<file path="src/rtl/core/tbw_pkg.sv">
// ----------------------------------------------------------------------------
// tbw_pkg
// Shared types and constants of the barycentric weight block.
// ----------------------------------------------------------------------------
`default_nettype none

package tbw_pkg;

    localparam int QUEUE_DEPTH = 4;
    localparam int QPTR_W      = $clog2(QUEUE_DEPTH);
    localparam int QCNT_W      = $clog2(QUEUE_DEPTH + 1);

    localparam int WEIGHT_W    = 32;
    localparam int QUOT_BITS   = WEIGHT_W - 1;
    localparam int DIV_LAT     = QUOT_BITS + 2;

    localparam logic signed [WEIGHT_W-1:0] W_MAX = 32'sh7FFF_FFFF;
    localparam logic signed [WEIGHT_W-1:0] W_MIN = 32'sh8000_0000;

    typedef struct packed {
        logic              empty;
        logic [QCNT_W-1:0] count;
    } queue_stat_t;

endpackage

`default_nettype wire

</file>
<file path="src/rtl/core/tbw_queue.sv">
// ----------------------------------------------------------------------------
// tbw_queue
// Short FIFO between the front and back parts, first-word fall-through.
// ----------------------------------------------------------------------------
`default_nettype none

module tbw_queue #(
    parameter int W = 180
) (
    input  logic                aclk,
    input  logic                aresetn,
    input  logic                push,
    input  logic [W-1:0]        wdata,
    input  logic                pop,
    output logic [W-1:0]        rdata,
    output tbw_pkg::queue_stat_t stat
);
    import tbw_pkg::*;

    logic [W-1:0]      mem_reg [QUEUE_DEPTH];
    logic [QPTR_W-1:0] wptr_reg;
    logic [QPTR_W-1:0] rptr_reg;
    logic [QCNT_W-1:0] cnt_reg;
    logic [QCNT_W-1:0] cnt_next;

    always_comb begin
        cnt_next = cnt_reg;
        if (push && !pop) begin
            cnt_next = cnt_reg + QCNT_W'(1);
        end else if (pop && !push) begin
            cnt_next = cnt_reg - QCNT_W'(1);
        end
    end

    always_ff @(posedge aclk) begin
        if (!aresetn) begin
            wptr_reg <= '0;
            rptr_reg <= '0;
            cnt_reg  <= '0;
        end else begin
            if (push) begin
                wptr_reg <= wptr_reg + QPTR_W'(1);
            end
            if (pop) begin
                rptr_reg <= rptr_reg + QPTR_W'(1);
            end
            cnt_reg <= cnt_next;
        end
    end

    always_ff @(posedge aclk) begin
        if (push) begin
            mem_reg[wptr_reg] <= wdata;
        end
    end

    assign rdata      = mem_reg[rptr_reg];
    assign stat.empty = (cnt_reg == '0);
    assign stat.count = cnt_reg;

endmodule

`default_nettype wire

</file>
<file path="config.mk">
export PLATFORM = sky130hd
export DESIGN_NAME = tbw_queue
export DESIGN_NICKNAME = d
export VERILOG_FILES = /design/src/rtl/core/tbw_pkg.sv /design/src/rtl/core/tbw_queue.sv
export SDC_FILE = /design/constraint.sdc
export NUM_CORES = 1
export LEC_CHECK = 0
export ABC_AREA = 1
export BUFFER_PORTS_ARGS = -buffer_cell sky130_fd_sc_hd__clkbuf_2
export CAP_MARGIN = 20
export CORE_UTILIZATION = 30
export CTS_CLUSTER_SIZE = 10
export DETAILED_ROUTE_END_ITERATION = 7
export GPL_ROUTABILITY_DRIVEN = 0
export PLACE_DENSITY_LB_ADDON = 0.2
export SETUP_SLACK_MARGIN = 0.02
export SLEW_MARGIN = 25
export SYNTH_ARGS = -nofsm -noshare
export SYNTH_HDL_FRONTEND = slang
export SYNTH_SLANG_ARGS = --single-unit
</file>
<file path="constraint.sdc">
create_clock -name aclk -period 11.91 [get_ports aclk]
set_input_delay 1.191 -clock aclk [delete_from_list [all_inputs] [get_ports aclk]]
set_output_delay 1.191 -clock aclk [all_outputs]
set_load 0.03 [all_outputs]
</file>
# Yosys cells after proc, flatten, opt, wreduce, memory -nomap -nowiden
# Memory sizes are Yosys's and may differ from the RTL's. A register that Yosys moved wholly into a read port is not among the register bits.
# Cells that the tools add are included.
[word_totals]
latch_bits = 0
mem_count = 1
mem_bits_ro = 0
input_bits = 184
output_inout_bits = 184
ram_bits = 720
ff_bits = 7
[memory_table]
columns = ["name", "words", "width", "rd", "rd_ports_with_merged_regs", "write_ports", "line_no", "source"]
rows = [
  ["mem_reg", 4, 180, 1, 1, 1, "tbw_queue.sv:20", "logic [W-1:0] mem_reg [QUEUE_DEPTH];"],
]
[op_classes]
n_shift = 0
bitwise_logic = 0
div_mod_pow = 0
n_lt_le_gt_ge = 0
n_eq_ne = 0
n_reduce_logical = 6
mul = 0
add_sub_neg = 4
n_mux = 6
[ops]
columns = ["cell", "count"]
rows = [
  ["3-bit two-way mux", 2],
  ["2-bit by 1-bit adder with 2-bit output, second input constant", 2],
  ["2-bit two-way mux", 2],
  ["3-bit by 1-bit adder with 3-bit output, second input constant", 1],
  ["3-bit logical NOT", 1],
  ["3-bit by 1-bit subtractor with 3-bit output, second input constant", 1],
  ["1-bit logical AND", 2],
  ["1-bit logical NOT", 2],
  ["1-bit two-way mux", 2],
  ["2-bit nonzero test", 1],
]

# Logic depth before layout (Yosys ltp)
# Gate-level depths: netlist (run 1).
[logic_depth]
depth_word = 4
ltp_mapped = 10

# Least setup slack after synthesis (run 1)
# Ideal clock, no wire load.
[synth_path]
kind = "input port to flip-flop"
start = "input port push"
end = "memory mem_reg[0][0], enable pin"
required_ns = 11.378
arrival_ns = 4.683
cell_stages = 2
setup_slack_ns = 6.695
path_cell_list = "nand2_1 -> inv_1"
[synth_via]
elab_chain_cells = 2
[synth_rtl]
columns = ["element", "line_no", "source"]
rows = [
  ["from (decl)", "tbw_queue.sv:12", "input logic push,"],
  ["1-bit two-way mux", "tbw_queue.sv:52", "if (push) begin"],
  ["1-bit two-way mux (implied by the code)", "tbw_queue.sv:53", "mem_reg[wptr_reg] <= wdata;"],
  ["to (decl)", "tbw_queue.sv:20", ""],
]
# No other way between the ends.

==> summary.md, run 1 <==
| Metric | Value |
|---|---|
| First-pass GRT wire length | `99,890 um` |
| Final Skew | `between 15 and 20 ps` |
| Max rail drop VDD | `116.3 uV` |
| Clock Sinks | `729` |
| Core Region | `approximately 90,000 um2` |
| Die X | `302.8 um` |
| Vias in the first global route | `16,320` |
| Worst EP required | `10,720 ps` |
| Full die area | `91,660 um2` |
| Worst skew pair latency | `between 600 and 700 ps` |
| Initial Util | `30.47%` |
| CTS root buf | `clkbuf_16` |
| CP max-delay cell | `buf_4` |
| Reg clk slew, reported paths | `50 ps` |
| CP peak stage delay | `between 700 and 800 ps` |
| Min Tclk post-route | `between 4000 and 5000 ps` |
| 1st-iter DRT viols | `922` |
| Final worst path period share | `41.93%` |
| Register-to-register setup slack | `about 9300 ps` |
| Worst r2r src | `wptr_reg[0]` |
| Post-synthesis instance area | `27,140 um2` |
| DRC | `0` |
| Total Routing Usage GR | `about 15%` |
| Via count | `16,090` |
| Avg Inst Size Synth | `15.10 um2` |
| Mean routed wirelength per cell | `about 20 um` |
| CP Max Fanout | `84` |
| Setup bufs post-CTS | `0` |
| Least-Margin Pin Slew | `1109 ps` |
| Hold_buf cts | `0` |
| HP Start | `rptr_reg[1]` |
| Min-delay worst type | `flip-flop to flip-flop` |
| Crit path DAT | `3800 ps` |
| Leakage | `between 10 and 15 nW` |
| Post-synth EDFFs | `720` |
| Crit. End Element | `output port` |
| Nets | `2,341` |
| Antenna violations before repair | `10` |
| Setup WS pre-CTS | `7505 ps` |
| Max clock buf depth | `3` |
| Max-cap violation count | `0` |
| Final setup margin | `6916 ps` |
| Netlist cell types | `23` |
| Type of origin of the critical path | `flip-flop` |
| CTS Buf Count | `86` |
| Antenna-violating nets left | `0` |
| IO Pins | `roughly 370` |
| Asr flop ratio synth | `0%` |
| Setup CP Type | `flip-flop to output port` |
| R2R depth | `5` |
| FF-to-FF End | `mem_reg[0][21]` |
| CTS tree | `yes` |
| Final setup viols | `0` |
| DRT Pass-1 Iters | `4` |
| P&R area growth vs syn | `18.84%` |
| Synth Register Bits | `729` |
| PnR Total Power | `between 0.005 and 0.006 W` |
| Total grt overflow | `0` |
| Largest register FFs | `720` |
| Status | `finished clean` |
| Top_reg_cell synth | `edfxtp_1` |
| Port bufs | `367` |
| Fmax | `200.2 MHz` |
| Total Wirelength | `67,990 um` |
| Pwr/cell area | `183.6 nW/um2` |
| Chip Height | `302.8 um` |
| Post-DP HPWL | `36,590 um` |
| Hold WS | `458.1 ps` |
| CP dominant cell by count | `buf_4` |
| Final Hold Fails | `0` |
| Total Neg Setup Slack | `0 ps` |
| Largest net degree at the start of global routing | `198` |
| FP Rows | `109` |
| Max-slew headroom | `26.05%` |
| Pins Over Slew Limit | `0` |
| Resized Gates After CTS | `0` |
| Post-synthesis cell count | `between 1,500 and 2,000` |
| Ys Warns | `0` |
| Final core occ | `36.21%` |
| Post-synthesis sequential area ratio | `roughly four fifths` |
| Number of diodes | `0` |
| Via-to-Cell Ratio | `4.808` |
| Worst path cell trace | `buf_4 -> buf_4 -> o21ai_0 -> o22ai_1 -> clkbuf_2` |
| Mapped Nets | `1,987` |
| H-tree depth | `3` |
| RSZ-0062 raised after global routing | `no` |
| Share of layout cells above drive strength 1 | `22.36%` |
| WHS Path Cells | `1` |
-- stage by stage --
| step | instance area (um2) | instances |
|---|---|---|
| 2_1_floorplan | 27140 | 1797 |
| 3_3_place_gp | 29830 | 3228 |
| 3_5_place_dp | 29830 | 3228 |
| 4_1_cts | 32250 | 3347 |
| 5_1_grt | 32250 | 3347 |
| 6_report | 32250 | 3347 |
-- Yosys cell counts, drive strengths merged (4+ instances only) --
cell type	count	area (um2)
buf	52	514.2
a21oi	4	20.02
o22ai	180	1126
inv	17	71.31
ha	5	62.56
clkbuf	66	270.3
nand2	9	33.78
dfxtp	9	180.2
edfxtp	720	21620
nor2	365	1370
o21ai	366	1832
-- power breakdown --
part,leakage (nW),switching (W),internal (W)
sequential,6.69,0.0000282,0.00294
clock,1.17,0.000969,0.00135
combinational,3.20,0.000486,0.000152
total,11.1,0.00148,0.00444
-- cells by family (layout without fill, tap and decap cells) --
group / count (synthesis) / in the layout / share of synthesized area, %
AOI/OAI and AO/OA: 550 / 550 / 10.97
adders and majority gates: 6 / 6 / 0.3043
buffers and inverters: 135 / 520 / 3.154
DFF: 729 / 729 / 80.34
and+or+nand+nor: 377 / 377 / 5.233
-- area by class of cell --
| type | count | area (um2) |
|---|---|---|
| clock inverters | 16 | 198.9 |
| fillers | 8471 | 56810 |
| well taps | 1165 | 1458 |
| clock buffers | 103 | 2216 |
| inverters | 17 | 111.4 |
| repair buffers | 384 | 1977 |
| multi-input cells | 933 | 4481 |
| flip-flops and latches | 729 | 21810 |
-- layer usage --
metal | track usage, % | vias up | routed length [um]
met5 | 0 | - | 98
met4 | 4.355 | 16 | 1396
met3 | 4.017 | 111 | 4547
met2 | 23.80 | 388 | 32140
met1 | 18.81 | 8070 | 29810
li1 | - | 7508 | -
-- critical path: cells and delay by family (launching register included) --
family	cells	cell delay (ps)
DFF	1	760
AOI/OAI and AO/OA	2	480
buffers and inverters	3	1760
-- cells in the final DEF (no fill, tap or decap), drive strengths merged --
cell	synthesis	routed
fa	1	1
clkinvlp	0	1
nor2	365	365
inv	17	17
o22ai	180	180
edfxtp	720	720
nand3	1	1
buf	52	17
nor3	1	1
o21ai	366	366
nand2	9	9
nand4	1	1
a21oi	4	4
dfxtp	9	9
bufinv	0	2
clkbuf	66	470
ha	5	5
clkinv	0	13
-- worst max path at each step --
stage          slack, ps  cells after the start            end
2_1_floorplan       6700                      2  mem_reg[0][0]
3_3_place_gp        7600                      5     rdata[132]
3_5_place_dp        7510                      5     rdata[108]
4_1_cts             6810                      5     rdata[108]
5_1_grt             6540                      5     rdata[142]
6_report            6920                      5     rdata[108]
(Power assumes the default switching activity.)
==> run 2, diff against run 1 <==
==> constraint.sdc (replaced) <==
create_clock -name aclk -period 4.15 [get_ports aclk]
set_input_delay 0.415 -clock aclk [delete_from_list [all_inputs] [get_ports aclk]]
set_output_delay 0.415 -clock aclk [all_outputs]
set_load 0.03 [all_outputs]
==> summary.md, run 2 (synthesis results as in run 1) <==
| Metric | Value |
|---|---|
| Status | `finished clean` |
| Commonest non-fill, non-tap cell in the layout | `edfxtp_1` |
| Vias in the first global route | `17,200 (+5.4%)` |
| Core Region | `89,060 um2 (unchanged)` |
| Setup CP Type | `flip-flop to output port` |
| Final Hold Fails | `0 (unchanged)` |
| Max rail drop VDD | `353.7 uV (+200%)` |
| Fillers | `8,384 (-1.0%)` |
| Initial Util | `30.47% (unchanged)` |
| Total Neg Setup Slack | `0 ps (unchanged)` |
| Commonest cells after routing, fill and taps aside | `720 x edfxtp_1, 367 x clkbuf_2, 365 x nor2_1, 312 x o21ai_0, 180 x o22ai_1` |
| Fmax | `304.7 MHz` |
| Post-DP HPWL | `38,350 um (+4.8%)` |
| CP Max Fanout | `109 (+30%)` |
| Mean routed wirelength per cell | `19.55 um (-3.7%)` |
| Worst skew pair latency | `620 ps (about the same)` |
| CP peak stage delay | `680 ps (-110 ps)` |
| Crit. End Element | `output port` |
| Final Skew | `11.23 ps (-4.481 ps)` |
| CTS tree | `yes` |
| Reg clk slew, reported paths | `60 ps (about the same)` |
| Share of layout cells above drive strength 1 | `20.99% (-1.4 points)` |
| Min Tclk post-route | `approximately 3300 ps` |
| Via-to-Cell Ratio | `4.786 (-0.45%)` |
| Total grt overflow | `0 (unchanged)` |
| Full die area | `91,660 um2 (unchanged)` |
| Crit path DAT | `2870 ps (-930 ps)` |
| Die X | `302.8 um (unchanged)` |
| FP Rows | `109 (unchanged)` |
| CTS Buf Count | `86 (unchanged)` |
| Port bufs | `367 (unchanged)` |
| DRT Pass-1 Iters | `4 (unchanged)` |
| Total Routing Usage GR | `14.90% (+0.34 points)` |
| Pins Over Slew Limit | `0 (unchanged)` |
| IO Pins | `368 (unchanged)` |
| H-tree depth | `3 (unchanged)` |
| RSZ-0062 raised after global routing | `no` |
| Via count | `16,960 (+5.4%)` |
| Final setup viols | `0 (unchanged)` |
| Worst path cell trace | `clkinv_8 -> buf_12 -> o21ai_0 -> o22ai_1 -> clkbuf_2` |
| Max clock buf depth | `3 (unchanged)` |
| Max-cap violation count | `0 (unchanged)` |
| Pwr/cell area | `500.6 nW/um2 (+170%)` |
| Final worst path period share | `79.09%` |
| Setup bufs post-CTS | `0 (unchanged)` |
| Clock Sinks | `729 (unchanged)` |
| CP max-delay cell | `dfxtp_4` |
| Largest register FFs | `720 (unchanged)` |
| Type of origin of the critical path | `flip-flop` |
| Min-delay worst type | `primary input to flip-flop` |
| Final core occ | `38.48% (+2.3 points)` |
| Hold WS | `43.37 ps (-414.8 ps)` |
| DRC | `0 (unchanged)` |
| Largest net degree at the start of global routing | `140 (-29%)` |
| Worst EP required | `3730 ps (-6990 ps)` |
| Total Wirelength | `69,290 um (+1.9%)` |
| Antenna violations before repair | `11 (+1)` |
| P&R area growth vs syn | `26.29%` |
| Chip Height | `302.8 um (unchanged)` |
| First-pass GRT wire length | `103,000 um (+3.1%)` |
| 1st-iter DRT viols | `936 (+1.5%)` |
| Least-Margin Pin Slew | `1073 ps (-36.34 ps)` |
| Antenna-violating nets left | `0 (unchanged)` |
| Max-slew headroom | `28.48% (+2.4 points)` |
| CTS root buf | `clkbuf_16` |
| Nets | `2,529 (+8.0%)` |
| Leakage | `11.87 nW (+7.4%)` |
[run 2: cell types whose count changed in the layout (fill, tap and decap cells not counted), sizes merged]
cell,before,now
clkinvlp,1,5
clkbuf,470,476
clkinv,13,10
buf,17,26
inv,17,15
dlygate4sd3,0,179
bufinv,2,0
diode,0,6
[run 2: worst max-delay path: cells and delay by family (launching register included)]
family                 cells  cell delay, ps
DFF                        1             680
AOI/OAI and AO/OA          2             370
buffers and inverters      3            1100
[run 2: final timing paths]
kind                            slack [ps]  depth (start not counted)               to         from
worst min register to register         440                          1        flip-flop  rptr_reg[1]
worst min-delay path                    40                          1   mem_reg[0][42]    wdata[42]
worst max-delay path                   870                          5        rdata[10]    flip-flop
worst max register to register        1800                          5  mem_reg[1][141]  wptr_reg[1]
[run 2: area by class of cell]
class / instances / area [um2] / area share, %
multi-input cells: 933 / 4481 / 13.07
clock inverters: 13 / 81.33 / 0.2373
flip-flops and latches: 729 / 21810 / 63.63
repair buffers: 572 / 4011 / 11.70
clock buffers: 109 / 2322 / 6.776
well taps: 1165 / 1458 / 4.253
inverters: 17 / 96.34 / 0.2811
diodes: 6 / 15.01 / 0.04381
[run 2: layer usage]
layer	part of all wire [%]	GRT usage [%]	up-vias
met3	6.7	4.153	113
li1	-	-	7909
met1	44	19.40	8524
met2	47	24.23	403
met5	0.12	0	-
met4	2.1	4.307	14
[run 2: what timing repair did]
| action | 4_1_cts | 5_1_grt |
|---|---|---|
| resized for setup | 0 | 0 |
| hold buffers | 179 | 0 |
| hold endpoints to repair | 716 | 0 |
[run 2: per-stage QoR]
stage               cells  power, W  setup WS (ps)  area [um2]
finish               3544   0.01716          867.7       34270
global route         3541   0.01783          598.4       34270
floorplan            1797  0.009862          393.0       27150
detailed placement   3237   0.01056           1423       30060
global placement     3237   0.01053           1459       30060
CTS                  3538   0.01743          729.8       34260
[run 2: power by group]
part	switching, W	internal [W]
clock network	0.00276	0.00388
registers	0.0000822	0.00843
logic	0.00144	0.000571
total	0.00428	0.0129
